$ cat src/rtl/protobuf_wire_field_parser_top_assert.svh
// Assertion macros for the protobuf wire field parser.
// Depends on signals named clk and rst_n at the point of use.
`ifndef PROTOBUF_WIRE_FIELD_PARSER_TOP_ASSERT_SVH
`define PROTOBUF_WIRE_FIELD_PARSER_TOP_ASSERT_SVH

// Check cons in the same cycle as ante.
`define PBWF_ASSERT_SAME(label, ante, cons, msg) \
    label: assert property (@(posedge clk) disable iff (!rst_n) (ante) |-> (cons)) \
        else $error(msg);

// Check cons in the cycle after ante.
`define PBWF_ASSERT_NEXT(label, ante, cons, msg) \
    label: assert property (@(posedge clk) disable iff (!rst_n) (ante) |=> (cons)) \
        else $error(msg);

`endif

$ cat src/rtl/pbwf_pkg.sv
// Shared types, codes and defaults for the protobuf wire field parser.
// No dependencies.
package pbwf_pkg;

    localparam int MAX_VARINT_BYTES_DEF = 10;
    localparam int LENGTH_BITS_DEF      = 32;

    // Decoder phases
    localparam logic [2:0] PH_KEY     = 3'd0;
    localparam logic [2:0] PH_VARINT  = 3'd1;
    localparam logic [2:0] PH_FIXED   = 3'd2;
    localparam logic [2:0] PH_LENGTH  = 3'd3;
    localparam logic [2:0] PH_PAYLOAD = 3'd4;
    localparam logic [2:0] PH_ERROR   = 3'd5;

    // Result kinds
    localparam logic [2:0] KIND_SCALAR  = 3'd0;
    localparam logic [2:0] KIND_HEADER  = 3'd1;
    localparam logic [2:0] KIND_PAYLOAD = 3'd2;
    localparam logic [2:0] KIND_ERROR   = 3'd3;
    localparam logic [2:0] KIND_END     = 3'd4;

    // Error codes
    localparam logic [2:0] ERR_NONE       = 3'd0;
    localparam logic [2:0] ERR_FIELD_ZERO = 3'd1;
    localparam logic [2:0] ERR_VARINT_LEN = 3'd2;
    localparam logic [2:0] ERR_WIRE_TYPE  = 3'd3;
    localparam logic [2:0] ERR_LEN_WIDE   = 3'd4;
    localparam logic [2:0] ERR_TRUNCATED  = 3'd5;

    // Wire types
    localparam logic [2:0] WIRE_VARINT  = 3'd0;
    localparam logic [2:0] WIRE_FIXED64 = 3'd1;
    localparam logic [2:0] WIRE_LEN     = 3'd2;
    localparam logic [2:0] WIRE_FIXED32 = 3'd5;

    localparam logic [3:0] FIXED64_BYTES = 4'd8;
    localparam logic [3:0] FIXED32_BYTES = 4'd4;

    typedef struct packed {
        logic [7:0] in_byte;
        logic       last_byte;
    } pbwf_in_t;

    typedef struct packed {
        logic [2:0]  kind;
        logic [31:0] field_number;
        logic [2:0]  wire_kind;
        logic [63:0] field_value;
        logic [7:0]  payload_byte;
        logic [2:0]  error_code;
        logic        message_end;
    } pbwf_out_t;

    // Decoder state apart from the payload counter, whose width is a parameter
    typedef struct packed {
        logic [2:0]  phase;
        logic [63:0] accumulator;
        logic [3:0]  byte_count;
        logic [31:0] current_field;
        logic [2:0]  current_wire;
    } pbwf_state_t;

    localparam pbwf_state_t STATE_RESET = '0;

endpackage

$ cat src/rtl/pbwf_step.sv
// Next-state and result logic for one byte of the protobuf wire field parser.
// Depends on pbwf_pkg.
module pbwf_step #(
    parameter int MAX_VARINT_BYTES = pbwf_pkg::MAX_VARINT_BYTES_DEF,
    parameter int LENGTH_BITS      = pbwf_pkg::LENGTH_BITS_DEF
) (
    input  pbwf_pkg::pbwf_state_t  state_cur,
    input  logic [LENGTH_BITS-1:0] left_cur,
    input  pbwf_pkg::pbwf_in_t     item,
    output pbwf_pkg::pbwf_state_t  state_nxt,
    output logic [LENGTH_BITS-1:0] left_nxt,
    output logic                   res_valid,
    output pbwf_pkg::pbwf_out_t    res
);
    import pbwf_pkg::*;

    localparam logic [3:0] MaxBytes = 4'(MAX_VARINT_BYTES);

    logic [3:0]             cnt_inc;
    logic [6:0]             vshift;
    logic [63:0]            vacc;
    logic [63:0]            facc;
    logic [3:0]             need;
    logic [LENGTH_BITS-1:0] left_dec;
    logic                   last;
    logic                   cont;
    logic                   do_fail;
    logic [2:0]             fail_code;

    assign last     = item.last_byte;
    assign cont     = item.in_byte[7];
    assign cnt_inc  = state_cur.byte_count + 4'd1;
    // 7 * byte_count; positions at or past bit 64 shift out
    assign vshift   = {state_cur.byte_count, 3'b000} - {3'b000, state_cur.byte_count};
    assign vacc     = state_cur.accumulator | ({57'b0, item.in_byte[6:0]} << vshift);
    assign facc     = state_cur.accumulator
                    | ({56'b0, item.in_byte} << {state_cur.byte_count[2:0], 3'b000});
    assign need     = (state_cur.current_wire == WIRE_FIXED64) ? FIXED64_BYTES : FIXED32_BYTES;
    assign left_dec = left_cur - LENGTH_BITS'(1);

    always_comb
    begin
        state_nxt = state_cur;
        left_nxt  = left_cur;
        res_valid = 1'b0;
        res       = '0;
        do_fail   = 1'b0;
        fail_code = ERR_NONE;

        unique case (state_cur.phase)
            PH_ERROR:
            begin
                if (last)
                begin
                    state_nxt       = STATE_RESET;
                    left_nxt        = '0;
                    res_valid       = 1'b1;
                    res.kind        = KIND_END;
                    res.message_end = 1'b1;
                end
            end
            PH_VARINT, PH_LENGTH:
            begin
                state_nxt.accumulator = vacc;
                state_nxt.byte_count  = cnt_inc;
                if (cont)
                begin
                    if (cnt_inc >= MaxBytes)
                    begin
                        do_fail   = 1'b1;
                        fail_code = ERR_VARINT_LEN;
                    end
                    else if (last)
                    begin
                        do_fail   = 1'b1;
                        fail_code = ERR_TRUNCATED;
                    end
                end
                else if (state_cur.phase == PH_VARINT)
                begin
                    state_nxt        = STATE_RESET;
                    left_nxt         = '0;
                    res_valid        = 1'b1;
                    res.kind         = KIND_SCALAR;
                    res.field_number = state_cur.current_field;
                    res.wire_kind    = state_cur.current_wire;
                    res.field_value  = vacc;
                    res.message_end  = last;
                end
                else if ((vacc >> LENGTH_BITS) != 64'd0)
                begin
                    do_fail   = 1'b1;
                    fail_code = ERR_LEN_WIDE;
                end
                else if (vacc == 64'd0)
                begin
                    state_nxt        = STATE_RESET;
                    left_nxt         = '0;
                    res_valid        = 1'b1;
                    res.kind         = KIND_HEADER;
                    res.field_number = state_cur.current_field;
                    res.wire_kind    = state_cur.current_wire;
                    res.message_end  = last;
                end
                else if (last)
                begin
                    do_fail   = 1'b1;
                    fail_code = ERR_TRUNCATED;
                end
                else
                begin
                    state_nxt.accumulator = '0;
                    state_nxt.byte_count  = '0;
                    state_nxt.phase       = PH_PAYLOAD;
                    left_nxt              = vacc[LENGTH_BITS-1:0];
                    res_valid             = 1'b1;
                    res.kind              = KIND_HEADER;
                    res.field_number      = state_cur.current_field;
                    res.wire_kind         = state_cur.current_wire;
                    res.field_value       = vacc;
                end
            end
            PH_FIXED:
            begin
                state_nxt.accumulator = facc;
                state_nxt.byte_count  = cnt_inc;
                if (cnt_inc < need)
                begin
                    if (last)
                    begin
                        do_fail   = 1'b1;
                        fail_code = ERR_TRUNCATED;
                    end
                end
                else
                begin
                    state_nxt        = STATE_RESET;
                    left_nxt         = '0;
                    res_valid        = 1'b1;
                    res.kind         = KIND_SCALAR;
                    res.field_number = state_cur.current_field;
                    res.wire_kind    = state_cur.current_wire;
                    res.field_value  = facc;
                    res.message_end  = last;
                end
            end
            PH_PAYLOAD:
            begin
                left_nxt = left_dec;
                if (left_dec == '0)
                begin
                    state_nxt        = STATE_RESET;
                    res_valid        = 1'b1;
                    res.kind         = KIND_PAYLOAD;
                    res.field_number = state_cur.current_field;
                    res.wire_kind    = state_cur.current_wire;
                    res.payload_byte = item.in_byte;
                    res.message_end  = last;
                end
                else if (last)
                begin
                    do_fail   = 1'b1;
                    fail_code = ERR_TRUNCATED;
                end
                else
                begin
                    res_valid        = 1'b1;
                    res.kind         = KIND_PAYLOAD;
                    res.field_number = state_cur.current_field;
                    res.wire_kind    = state_cur.current_wire;
                    res.payload_byte = item.in_byte;
                end
            end
            default:
            begin
                // expecting a key; unreachable phase codes behave the same
                state_nxt.phase       = PH_KEY;
                state_nxt.accumulator = vacc;
                state_nxt.byte_count  = cnt_inc;
                if (cont)
                begin
                    if (cnt_inc >= MaxBytes)
                    begin
                        do_fail   = 1'b1;
                        fail_code = ERR_VARINT_LEN;
                    end
                    else if (last)
                    begin
                        do_fail   = 1'b1;
                        fail_code = ERR_TRUNCATED;
                    end
                end
                else
                begin
                    state_nxt.accumulator   = '0;
                    state_nxt.byte_count    = '0;
                    state_nxt.current_field = vacc[34:3];
                    state_nxt.current_wire  = vacc[2:0];
                    if (vacc[63:3] == 61'd0)
                    begin
                        do_fail   = 1'b1;
                        fail_code = ERR_FIELD_ZERO;
                    end
                    else if (vacc[2:0] != WIRE_VARINT && vacc[2:0] != WIRE_FIXED64
                             && vacc[2:0] != WIRE_LEN && vacc[2:0] != WIRE_FIXED32)
                    begin
                        do_fail   = 1'b1;
                        fail_code = ERR_WIRE_TYPE;
                    end
                    else if (last)
                    begin
                        do_fail   = 1'b1;
                        fail_code = ERR_TRUNCATED;
                    end
                    else if (vacc[2:0] == WIRE_VARINT)
                        state_nxt.phase = PH_VARINT;
                    else if (vacc[2:0] == WIRE_LEN)
                        state_nxt.phase = PH_LENGTH;
                    else
                        state_nxt.phase = PH_FIXED;
                end
            end
        endcase

        // Report the error with whatever key is known, then drop to reset or wait state
        if (do_fail)
        begin
            res_valid        = 1'b1;
            res              = '0;
            res.kind         = KIND_ERROR;
            res.field_number = state_nxt.current_field;
            res.wire_kind    = state_nxt.current_wire;
            res.error_code   = fail_code;
            res.message_end  = last;
            left_nxt         = '0;
            if (last)
                state_nxt = STATE_RESET;
            else
            begin
                state_nxt.phase       = PH_ERROR;
                state_nxt.accumulator = '0;
                state_nxt.byte_count  = '0;
            end
        end
    end

endmodule

$ cat src/rtl/protobuf_wire_field_parser_top.sv
// Top level of the protobuf wire field parser: byte register, step logic, result register.
// Depends on pbwf_pkg, pbwf_step and protobuf_wire_field_parser_top_assert.svh.
//
// Usage:
//   Byte channel (byte_valid, byte_stall, byte_data) carries one buffer byte per
//   transfer, with last_byte set on the final byte of the buffer.
//   Field channel (field_valid, field_stall, field_data) carries zero or one
//   result per byte: scalar fields, length headers, payload bytes, errors and
//   the end marker that closes a buffer after an error.
//   A transfer happens at a clock edge with valid high and stall low.
// Timing:
//   One byte per cycle sustained while field_stall stays low. A byte lands in
//   the byte register at its transfer edge and its result lands in the result
//   register when the byte leaves the byte register, from where it is offered
//   on the field channel. The decoder state loop (one step of shifts and
//   compares per byte) sets the rate.
// Stalls:
//   While field_stall holds a result, the byte register still takes one more
//   byte; after that byte_stall rises until the result drains.
// Reset:
//   rst_n clears both registers' valid flags and returns the decoder to the
//   expecting-key phase with all counters and accumulators at zero.
`include "protobuf_wire_field_parser_top_assert.svh"

module protobuf_wire_field_parser_top #(
    parameter int MAX_VARINT_BYTES = pbwf_pkg::MAX_VARINT_BYTES_DEF,
    parameter int LENGTH_BITS      = pbwf_pkg::LENGTH_BITS_DEF
) (
    input  logic                clk,
    input  logic                rst_n,
    input  logic                byte_valid,
    output logic                byte_stall,
    input  pbwf_pkg::pbwf_in_t  byte_data,
    output logic                field_valid,
    input  logic                field_stall,
    output pbwf_pkg::pbwf_out_t field_data
);
    import pbwf_pkg::*;

    // Byte register
    logic                   item_valid_reg;
    pbwf_in_t               item_reg;

    // Decoder state
    pbwf_state_t            state_reg;
    pbwf_state_t            state_next;
    logic [LENGTH_BITS-1:0] left_reg;
    logic [LENGTH_BITS-1:0] left_next;

    // Result register
    logic                   res_valid_reg;
    pbwf_out_t              res_reg;
    logic                   res_valid_next;
    pbwf_out_t              res_next;

    logic                   advance;
    logic                   take;

    // Retire the held byte once the result register is empty or draining
    assign advance    = item_valid_reg && (!res_valid_reg || !field_stall);
    assign byte_stall = item_valid_reg && !advance;
    assign take       = byte_valid && !byte_stall;

    assign field_valid = res_valid_reg;
    assign field_data  = res_reg;

    pbwf_step #(
        .MAX_VARINT_BYTES(MAX_VARINT_BYTES),
        .LENGTH_BITS     (LENGTH_BITS)
    ) u_step (
        .state_cur(state_reg),
        .left_cur (left_reg),
        .item     (item_reg),
        .state_nxt(state_next),
        .left_nxt (left_next),
        .res_valid(res_valid_next),
        .res      (res_next)
    );

    // Control: valid flags and decoder state
    always_ff @(posedge clk or negedge rst_n)
    begin
        if (!rst_n)
        begin
            item_valid_reg <= 1'b0;
            res_valid_reg  <= 1'b0;
            state_reg      <= STATE_RESET;
            left_reg       <= '0;
        end
        else
        begin
            if (take)
                item_valid_reg <= 1'b1;
            else if (advance)
                item_valid_reg <= 1'b0;

            if (advance)
            begin
                res_valid_reg <= res_valid_next;
                state_reg     <= state_next;
                left_reg      <= left_next;
            end
            else if (!field_stall)
                res_valid_reg <= 1'b0;
        end
    end

    // Payload: hold the byte and the result until they move on
    always_ff @(posedge clk)
    begin
        if (take)
            item_reg <= byte_data;
        if (advance && res_valid_next)
            res_reg <= res_next;
    end

    `PBWF_ASSERT_SAME(a_stall_needs_byte, byte_stall, item_valid_reg,
        "byte_stall without a held byte")
    `PBWF_ASSERT_SAME(a_end_closes, field_valid && field_data.kind == KIND_END,
        field_data.message_end && field_data.error_code == ERR_NONE,
        "end marker without message_end")
    `PBWF_ASSERT_SAME(a_err_code_kind, field_valid,
        (field_data.kind == KIND_ERROR) == (field_data.error_code != ERR_NONE),
        "error code disagrees with kind")
    `PBWF_ASSERT_NEXT(a_end_resets, advance && res_valid_next && res_next.message_end,
        state_reg == STATE_RESET && left_reg == '0,
        "state not cleared after buffer end")
    `PBWF_ASSERT_SAME(a_count_bound,
        state_reg.phase == PH_KEY || state_reg.phase == PH_VARINT || state_reg.phase == PH_LENGTH,
        state_reg.byte_count < 4'(MAX_VARINT_BYTES), "varint byte count past limit")

endmodule
$ cat config.mk
export PLATFORM = sky130hd
export DESIGN_NAME = protobuf_wire_field_parser_top
export DESIGN_NICKNAME = d
export VERILOG_FILES = /design/src/rtl/pbwf_pkg.sv /design/src/rtl/pbwf_step.sv /design/src/rtl/protobuf_wire_field_parser_top.sv
export VERILOG_INCLUDE_DIRS = /design/src /design/src/rtl
export SDC_FILE = /design/constraint.sdc
export NUM_CORES = 1
export LEC_CHECK = 0
export BUFFER_PORTS_ARGS = -buffer_cell sky130_fd_sc_hd__buf_2
export CORE_MARGIN = 4
export CORE_UTILIZATION = 25
export CTS_BUF_LIST = sky130_fd_sc_hd__clkbuf_4 sky130_fd_sc_hd__clkbuf_8 sky130_fd_sc_hd__clkbuf_16
export DETAILED_ROUTE_END_ITERATION = 7
export PLACE_DENSITY = 0.51
export SYNTH_ARGS = -nofsm -noshare
export SYNTH_HDL_FRONTEND = slang
export SYNTH_HIERARCHICAL = 1
export SYNTH_SLANG_ARGS = --single-unit
$ cat constraint.sdc
create_clock -name clk -period 12.7 [get_ports clk]
set_input_delay 1.27 -clock clk [delete_from_list [all_inputs] [get_ports clk]]
set_output_delay 1.27 -clock clk [all_outputs]
set_load 0.01 [all_outputs]
==> out/results.tsv, run 1 <==
stage	metric	value	unit
setup_path	crit_type	flip-flop to flip-flop	
min_path	hold_class	flip-flop to flip-flop	
clock_network	clkSinkCount	263	
clock_network	cts_tree	yes	
clock_network	cts.htree.levels	1	
logic_synthesis	yosysUniqueCellTypes	99	
logic_synthesis	syn_nets	1866	
power	p_leak	0.00791	uW
placed_design	globalplace.congestion	0.937	
global_route	grt_pass1_vias	15500	
global_route	antenna_found_initial	4	
setup_path	path_max_fanout	77	
timing	setup_viol	0	
global_route	grt_usage	19.0	%
global_route	grt_use_met1	26.4	%
logic_synthesis	netlist_instances	1847	
timing	hold_ws	0.538	ns
clock_network	hold_buffers	0	
min_path	hold_end	state_reg[20]	
floorplanning	dieArea	75400	sq um
timing	fin_crit	7.31	ns
setup_path	worstSetupEndpointType	flip-flop	
clock_network	path_clk_slew	0.07	ns
clock_network	clock_path_buffers	3	
power	power_density	314	nW/um^2
global_route	grt_overflow_total	0	
setup_path	r2r_cells	16	
logic_synthesis	netlist_area	17800	sq um
clock_network	cts_made_buffers	30	
global_route	grt_pass1_wl	109000	um
drt	wirelength	75300	um
setup_path	required	12.91	ns
global_route	grt_max_degree	125	
setup_path	r2r_slack	5.39	ns
drt	dr.pass1.iters	6	
global_route	met2_usage	28.5	%
min_path	worstHoldStart	state_reg[20]	
drt	viasPerCell	5.72	
timing	rsz0062_at_grt	no	
min_path	whs_path_depth	1	
placed_design	dp_hpwl	50600	um
timing	fmax	0.137	GHz
timing	tightest_slew	1.34	ns
timing	finalSetupTns	0	ns
logic_synthesis	synth_ff_type	dfrtp_1	
timing	hold_violations	0	
floorplanning	die_w	275	um
setup_path	rr_startpoint	state_reg[38]	
run	max-cap-violations	0	
setup_path	startpoint_type	flip-flop	
clock_network	clock-root-buffer	clkbuf_16	
logic_synthesis	synth_area_per_cell	9.62	sq um
floorplanning	row_count	97	
global_route	use_met3	3.47	%
final_layout	final_cell_mix	a21oi_1 (239), nor2_1 (191), dfrtp_1 (139)	
logic_synthesis	synth_edf_count	123	
logic_synthesis	yosysSeqAreaShare	40.5	%
timing	timing.slew.headroom	10.5	%
global_route	top_usage_layer	met2	
setup_path	regToRegEndpoint	field_data[43]	
logic_synthesis	synthArstFlopShare	53.2	%
power	vdd_drop_max	0.166	mV
final_layout	stdcell_area	20100	sq um
placed_design	post_dp_cell_area	19100	sq um
timing	fin_crit_sh	57.6	%
final_layout	nets	1909	
clock_network	cts_resized	0	
timing	slew_violations	0	
drt	drc_errors	0	
final_layout	largest_reg_flops	114	
placed_design	portBuffers	128	
logic_synthesis	ys_ff_latch	263	
final_layout	syn_to_final_growth	13.1	%
floorplanning	floorplan.die.height	275	um
floorplanning	num_io_pins	129	
final_layout	nFillCells	7387	
floorplanning	core_area	70300	sq um
drt	num_vias	16300	
logic_synthesis	yosysWarningCount	6	
clock_network	worstSkewPairLatency	0.61	ns
setup_path	arrival	7.52	ns
timing	skew	0.0291	ns
drt	antenna_left	0	
final_layout	drive_gt1_share	22.1	%
final_layout	layout_commonest_cell	a21oi_1	
floorplanning	start_util	25.3	%
drt	dr.first_iter.drc_count	2038	
clock_network	post-cts-setup-buffers	0	
outcome	outcome	complete, no violations	
drt	routedWlPerCell	26.4	um
[cell usage after synthesis, drive strengths merged (7+ instances only)]
| cell type | number | share of area (%) |
|---|---|---|
| nor3 | 32 | 0.96 |
| or3 | 17 | 0.60 |
| nor2b | 11 | 0.39 |
| a31oi | 55 | 2.0 |
| o22a | 27 | 1.3 |
| dfrtp | 140 | 20 |
| nand4 | 13 | 0.46 |
| o21a | 9 | 0.38 |
| a221oi | 10 | 0.49 |
| mux2 | 145 | 12 |
| o22ai | 59 | 2.1 |
| nor4 | 26 | 0.99 |
| buf | 62 | 3.0 |
| inv | 48 | 1.0 |
| nand3 | 27 | 0.76 |
| a22oi | 50 | 2.2 |
| a21o | 32 | 1.4 |
| nand2 | 96 | 2.0 |
| nor2 | 194 | 4.1 |
| nand2b | 14 | 0.49 |
| clkbuf | 98 | 2.1 |
| or2 | 15 | 0.53 |
| o21ai | 74 | 2.1 |
| a21oi | 243 | 6.9 |
| and2 | 13 | 0.46 |
| and3 | 7 | 0.25 |
| or4 | 8 | 0.38 |
| o31ai | 10 | 0.42 |
| edfxtp | 123 | 21 |
| xnor2 | 9 | 0.49 |
| a22o | 32 | 1.6 |
| a211oi | 18 | 0.84 |
[cell type report]
class	count	area (sq um)	share of cell area (%)
clock buffers	33	797	3.96
well taps	940	1180	5.85
flip-flops and latches	263	7200	35.8
repair buffers	171	982	4.89
inverters	50	188	0.933
diodes	2	5.00	0.0249
clock inverters	23	206	1.03
multi-input cells	1374	9550	47.5
[worst max-delay path by stage]
stage                             start               to  slack, ns  cells past startpoint
after floorplan           state_reg[36]    field_data[0]       2.55                     19
after global placement    state_reg[38]   field_data[68]       5.73                     16
after detailed placement  state_reg[38]   field_data[32]       5.61                     16
after CTS                 state_reg[38]   field_data[43]       5.55                     16
after global routing      state_reg[38]  field_data[108]       4.97                     16
final                     state_reg[38]   field_data[43]       5.39                     16
[worst max-delay path, cell delays in order, from the launching register on]
cell and delay, ns:
dfrtp_1 0.69, inv_1 0.21, ha_1 0.80, nor4_2 0.12, nor2_1 0.69, o21ai_0 0.20, a22oi_1 1.05, a21oi_1 0.18
nor4bb_1 0.24, a21oi_1 0.24, o21ai_1 0.25, a211oi_4 0.34, or3_1 0.20, nand2_1 0.12, a21oi_4 0.12, buf_4 0.44
buf_4 0.81
[power by group]
group | total (uW) | internal, uW | switching [uW]
Sequential | 1520 | 1250 | 276
Combinational | 3890 | 1200 | 2690
Clock | 911 | 499 | 411
[through the flow]
step / total power [uW] / utilization (%) / cells / setup WS (ns)
2_1_floorplan: 4020 / - / 1847 / 2.55
3_3_place_gp: 5320 / 27.2 / 2798 / 5.73
3_5_place_dp: 5320 / 27.2 / 2798 / 5.61
4_1_cts: 6260 / 28.6 / 2854 / 5.55
5_1_grt: 6620 / 28.6 / 2854 / 4.97
6_report: 6320 / 28.6 / 2856 / 5.39
[kinds of logic after synthesis]
logic type | count (synthesis) | synth area share [%]
buffers and inverters | 210 | 6.15
adder cells (fa/ha/maj) | 6 | 0.422
AO/OA/AOI/OAI | 701 | 26.0
AND/OR/NAND/NOR | 499 | 13.7
multiplexers | 154 | 12.4
flip-flops | 263 | 40.5
XOR/XNOR | 14 | 0.774
[layer usage]
layer  vias to the layer above  routed length [um]
li1                       7118                   -
met1                      8137               32500
met2                       903               32300
met3                       181                6300
met4                         4                4150
met5                         -                  26
No activity file was read; power rests on OpenSTA's default activity.
==> inputs of run 2 (changes only) <==
==> constraint.sdc (replaced) <==
create_clock -name clk -period 7.05 [get_ports clk]
set_input_delay 0.705 -clock clk [delete_from_list [all_inputs] [get_ports clk]]
set_output_delay 0.705 -clock clk [all_outputs]
set_load 0.01 [all_outputs]
==> run 2 against run 1 <==
  * Core utilization rose by 0.27 points
  * Largest power group unchanged
  * Worst setup slack worse by 4.7 ns
  * Non-clock buffer count increased by 21
==> out/results.tsv, run 2 (same netlist as run 1, synthesis figures left out) <==
stage	metric	value	unit	change
power	power_density	565	nW/um^2	+80%
min_path	hold_class	input pin to async pin		
final_layout	stdcell_area	20300	sq um	+0.93%
timing	rsz0062_at_grt	no		
timing	fin_crit_sh	90.3	%	+33 points
drt	top_layer	met5		
clock_network	cts_tree	yes		
global_route	antenna_found_initial	5		+1
floorplanning	row_count	97		unchanged
timing	fin_crit	6.37	ns	-0.947 ns
clock_network	cts.htree.levels	1		unchanged
clock_network	worstSkewPairLatency	0.58	ns	-0.03 ns
setup_path	path_max_fanout	24		-69%
setup_path	rr_startpoint	state_reg[38]		
drt	dr_wl_met2	32300	um	about the same
final_layout	final_cell_mix	a21oi_1 (238), nor2_1 (190), dfrtp_1 (139)		
setup_path	r2r_slack	0.68	ns	-4.70 ns
global_route	grt_pass1_vias	15300		-0.88%
timing	slew_violations	0		unchanged
placed_design	globalplace.congestion	0.943		+0.70%
floorplanning	dieArea	75400	sq um	unchanged
setup_path	crit_type	flip-flop to flip-flop		
global_route	grt_pass1_wl	108000	um	-0.65%
setup_path	regToRegEndpoint	state_reg[45]		
drt	wl_met1	32200	um	-1.1%
clock_network	cts_made_buffers	29		-3.3%
floorplanning	start_util	25.3	%	unchanged
power	p_leak	0.00803	uW	+1.5%
global_route	grt_overflow_total	0		unchanged
clock_network	post-cts-setup-buffers	0		unchanged
drt	wirelength	74400	um	-1.2%
setup_path	startpoint_type	flip-flop		
power	vdd_drop_max	0.402	mV	+140%
setup_path	r2r_cells	15		-1
clock_network	hold_buffers	0		unchanged
final_layout	syn_to_final_growth	14.2	%	
timing	finalSetupTns	0	ns	unchanged
clock_network	clock_path_buffers	3		unchanged
global_route	grt_max_degree	88		-30%
clock_network	clock-root-buffer	clkbuf_16		
drt	antenna_left	0		unchanged
timing	setup_viol	0		unchanged
run	max-cap-violations	0		unchanged
drt	viasPerCell	5.67		-0.89%
setup_path	crit_chain	inv_1 > ha_1 > or4_4 > nand2_2 > a41oi_4 > nor4_1 > o2111ai_1 > nor4_1 > and4_1 > nand2b_1 > a311o_1 > buf_4 > a31oi_1 > nor2_1 > mux2_4		
drt	dr.pass1.iters	8		+2
drt	dr.first_iter.drc_count	2031		-0.34%
drt	routedWlPerCell	25.9	um	-1.8%
final_layout	layout_commonest_cell	a21oi_1		
final_layout	largest_reg_flops	114		unchanged
clock_network	path_clk_slew	0.07	ns	about the same
timing	timing.slew.headroom	9.76	%	-0.77 points
timing	hold_violations	0		unchanged
setup_path	worstSetupEndpointType	flip-flop		
floorplanning	core_area	70300	sq um	unchanged
setup_path	crit_slowest_cell	a311o_1		
clock_network	cts_resized	0		unchanged
placed_design	post_dp_cell_area	19300	sq um	+1.1%
setup_path	required	7.52	ns	-5.39 ns
floorplanning	die_w	275	um	unchanged
floorplanning	floorplan.die.height	275	um	unchanged
setup_path	crit_path_frequent_cell	nor4_1		
setup_path	cpPeakStageDelay	0.72	ns	-0.33 ns
drt	drc_errors	0		unchanged
final_layout	nets	1929		+1.0%
timing	tightest_slew	1.32	ns	-0.0226 ns
outcome	outcome	complete, no violations		
timing	fmax	0.157	GHz	+15%
placed_design	portBuffers	128		unchanged
drt	met3_length	6580	um	+4.5%
timing	skew	0.0175	ns	-0.0117 ns
clock_network	clkSinkCount	263		unchanged
placed_design	dp_hpwl	51100	um	+0.94%
setup_path	arrival	6.83	ns	-0.69 ns
final_layout	drive_gt1_share	23.1	%	+1.0 points
floorplanning	num_io_pins	129		unchanged
global_route	grt_usage	18.8	%	-0.16 points
drt	num_vias	16300		-0.27%
run 2: changes by cell type in the layout (fill, tap and decap cells not counted), moves of 2 or more:
cell,previous run,this run
clkinv_2,6,4
clkinvlp_4,2,0
clkinv_1,5,2
inv_6,5,3
buf_4,42,59
buf_12,1,5
clkbuf_4,1,8
clkbuf_8,1,3
run 2: power breakdown:
group	switching [uW]	internal, uW	total (uW)
Clock	693	891	1580
Combinational	4810	2330	7130
Sequential	498	2240	2740
Total	6000	5460	11500
run 2: worst max-delay path: cells and delay by family (launching register included):
family / cells / cell delay (ns)
AND/OR/NAND/NOR: 7 / 2.65
AO/OA/AOI/OAI: 4 / 1.43
flip-flops: 1 / 0.70
adder cells (fa/ha/maj): 1 / 0.62
buffers and inverters: 2 / 0.58
multiplexers: 1 / 0.27
run 2: final cells by class:
class,count,area (sq um)
flip-flops and latches,263,7200
well taps,940,1180
diodes,1,2.50
clock buffers,41,852
inverters,50,188
multi-input cells,1374,9560
repair buffers,192,1190
clock inverters,13,125
fillers,7347,50000
run 2: worst max-delay path by stage:
stage / startpoint / to / slack (ns) / depth (start not counted)
detailed placement: state_reg[38] / state_reg[45] / 0.81 / 15
global placement: state_reg[35] / state_reg[45] / 0.87 / 16
global route: state_reg[38] / state_reg[45] / 0.39 / 15
finish: state_reg[38] / state_reg[45] / 0.68 / 15
CTS: state_reg[38] / state_reg[45] / 0.77 / 15
floorplan: state_reg[36] / field_data[0] / 0.70 / 19
run 2: per-stage QoR:
stage / worst slack [ns] / power (uW) / hold WS (ns) / utilization (%) / instances
finish: 0.684 / 11500 / 0.203 / 28.9 / 2874
CTS: 0.769 / 11400 / 0.226 / 28.9 / 2873
detailed placement: 0.810 / 9720 / 0.521 / 27.5 / 2819
global placement: 0.873 / 9710 / 0.523 / 27.5 / 2819
floorplan: 0.702 / 7190 / 0.409 / - / 1847
global route: 0.386 / 12000 / 0.256 / 28.9 / 2873
run 2: metal layers:
metal | up-vias | track usage [%]
met3 | 144 | 3.68
li1 | 7152 | -
met2 | 915 | 28.2
met5 | - | 0
met1 | 8080 | 26.6
met4 | 8 | 7.76
==> inputs of run 3 (changes only) <==
--- a/config.mk
+++ b/config.mk
@@ -11,7 +11,7 @@
 export CORE_UTILIZATION = 25
 export CTS_BUF_LIST = sky130_fd_sc_hd__clkbuf_4 sky130_fd_sc_hd__clkbuf_8 sky130_fd_sc_hd__clkbuf_16
 export DETAILED_ROUTE_END_ITERATION = 7
-export PLACE_DENSITY = 0.51
+export PLACE_DENSITY = 0.52
 export SYNTH_ARGS = -nofsm -noshare
 export SYNTH_HDL_FRONTEND = slang
 export SYNTH_HIERARCHICAL = 1
==> constraint.sdc (replaced) <==
create_clock -name clk -period 5.73 [get_ports clk]
set_input_delay 0.573 -clock clk [delete_from_list [all_inputs] [get_ports clk]]
set_output_delay 0.573 -clock clk [all_outputs]
set_load 0.01 [all_outputs]
==> run 3 against run 2 <==
  * Die area did not move
  * Largest power group unchanged
  * Highest routed layer unchanged
  * Sequential power rose by 23%
  * Largest cell class unchanged
  * Critical path type unchanged
  * Clock skew fell by 0.0024 ns
  * Count of clock-buffer cells in the layout fell by 6
  * Total power rose by 30%
==> out/results.tsv, run 3 (same netlist as run 1, synthesis figures left out) <==
stage	metric	value	unit	change
timing	fmax	0.191	GHz	+21%
setup_path	path_max_fanout	28		+17%
power	power_density	712	nW/um^2	+26%
drt	wirelength	76600	um	+2.9%
floorplanning	start_util	25.3	%	unchanged
floorplanning	floorplan.die.height	275	um	unchanged
placed_design	portBuffers	128		unchanged
timing	slew_violations	0		unchanged
final_layout	drive_gt1_share	25.2	%	+2.1 points
global_route	grt_pass1_vias	16000		+4.1%
drt	routedWlPerCell	26.4	um	+1.8%
floorplanning	row_count	97		unchanged
clock_network	cts_tree	yes		
timing	timing.slew.headroom	23.0	%	+13 points
timing	skew	0.0150	ns	-0.00245 ns
final_layout	multiInputGateArea	9720	sq um	+1.7%
run	max-cap-violations	0		unchanged
final_layout	largest_reg_flops	114		unchanged
placed_design	post_dp_cell_area	19800	sq um	+2.5%
drt	dr_wl_met2	33200	um	+2.7%
drt	dr.pass1.iters	5		-3
clock_network	cts.htree.levels	1		unchanged
clock_network	cts_resized	0		unchanged
setup_path	crit_type	flip-flop to flip-flop		
global_route	grt_max_degree	96		+9.1%
placed_design	globalplace.congestion	0.925		-2.0%
timing	tightest_slew	1.16	ns	-0.164 ns
timing	rsz0062_at_grt	no		
clock_network	hold_buffers	0		unchanged
final_layout	final_cell_mix	a21oi_1 (236), nor2_1 (188), dfrtp_1 (139)		
final_layout	stdcell_area	20900	sq um	+2.8%
outcome	outcome	complete, no violations		
global_route	grt_overflow_total	0		unchanged
final_layout	insertedDiodeCount	0		-1
floorplanning	dieArea	75400	sq um	unchanged
global_route	grt_pass1_wl	113000	um	+4.0%
drt	top_layer	met5		
placed_design	dp_hpwl	53200	um	+4.1%
final_layout	regArea	7200	sq um	unchanged
drt	drc_errors	0		unchanged
clock_network	clock_path_buffers	3		unchanged
floorplanning	die_w	275	um	unchanged
timing	hold_violations	0		unchanged
timing	fin_crit	5.24	ns	-1.12 ns
floorplanning	num_io_pins	129		unchanged
drt	met3_length	6530	um	-0.68%
clock_network	path_clk_slew	0.06	ns	about the same
final_layout	nFillCells	7282		-0.88%
drt	viasPerCell	5.71		+0.70%
drt	dr.first_iter.drc_count	1954		-3.8%
drt	num_vias	16600		+1.8%
drt	antenna_left	0		unchanged
final_layout	syn_to_final_growth	17.3	%	
power	total_power	14800	uW	+30%
clock_network	clock-root-buffer	clkbuf_16		
timing	fin_crit_sh	91.5	%	+1.2 points
global_route	antenna_found_initial	2		-3
timing	setup_viol	0		unchanged
setup_path	required	6.08	ns	-1.44 ns
final_layout	layout_commonest_cell	a21oi_1		
clock_network	cts_made_buffers	30		+3.4%
power	vdd_drop_max	0.477	mV	+19%
final_layout	nets	1960		+1.6%
global_route	grt_usage	19.6	%	+0.78 points
setup_path	arrival	5.59	ns	-1.24 ns
timing	hold_ws	0.112	ns	-0.0909 ns
clock_network	clkSinkCount	263		unchanged
clock_network	worstSkewPairLatency	0.60	ns	+0.02 ns
power	p_leak	0.00826	uW	+2.9%
min_path	hold_class	input pin to async pin		
setup_path	worstSetupEndpointType	flip-flop		
drt	wl_met1	33300	um	+3.6%
setup_path	startpoint_type	flip-flop		
floorplanning	core_area	70300	sq um	unchanged
clock_network	post-cts-setup-buffers	0		unchanged
==> run 3: critical path, cell delays in order, from the launching register on <==
cell	delay, ns
dfrtp_2	0.51
ha_1	0.63
or4_4	0.53
nand2_2	0.30
a41oi_4	0.41
nor4_1	0.40
o2111ai_1	0.15
nor4_2	0.29
nand4_1	0.28
o21ai_2	0.45
a211oi_4	0.12
buf_4	0.19
a21o_1	0.19
buf_12	0.18
buf_4	0.17
a22o_1	0.17
==> run 3: power by group <==
group / internal [uW] / switching [uW] / total [uW]
Clock: 1220 / 892 / 2120
Combinational: 3190 / 6160 / 9350
Sequential: 2750 / 630 / 3380
Total: 7170 / 7680 / 14800
==> run 3: area by class of cell <==
cell class                 count  share of cell area (%)
multi-input combinational   1374                    46.6
inverter                      50                   0.924
timing repair buffer         222                    7.21
tap                          940                    5.64
clock inverter                21                    1.31
sequential                   263                    34.5
clock buffer                  35                    3.78
==> run 3: layer usage <==
layer	vias up	track usage, %
met3	174	3.94
met2	910	29.4
met4	4	8.40
met5	-	0
met1	8269	27.5
li1	7233	-
==> run 3: worst paths after layout <==
check,from,end,cells after the start,slack (ns)
min reg2reg,state_reg[34],state_reg[34],1,0.54
min,rst_n,state_reg[21],1,0.11
max reg2reg,state_reg[35],field_data[96],15,0.49
min in group clk,byte_data[2],item_reg[2],1,0.15
max in group asynchronous,rst_n,state_reg[35],2,4.22
max,state_reg[35],field_data[96],15,0.49
==> run 3: through the flow <==
| step | utilization [%] | TNS, ns | std cells | setup slack, ns |
|---|---|---|---|---|
| 4_1_cts | 29.7 | 0 | 2905 | 0.584 |
| 3_3_place_gp | 28.2 | 0 | 2849 | 0.679 |
| 2_1_floorplan | - | -10.71 | 1847 | -0.0939 |
| 3_5_place_dp | 28.2 | 0 | 2849 | 0.588 |
| 6_report | 29.7 | 0 | 2905 | 0.489 |
| 5_1_grt | 29.7 | 0 | 2905 | 0.248 |
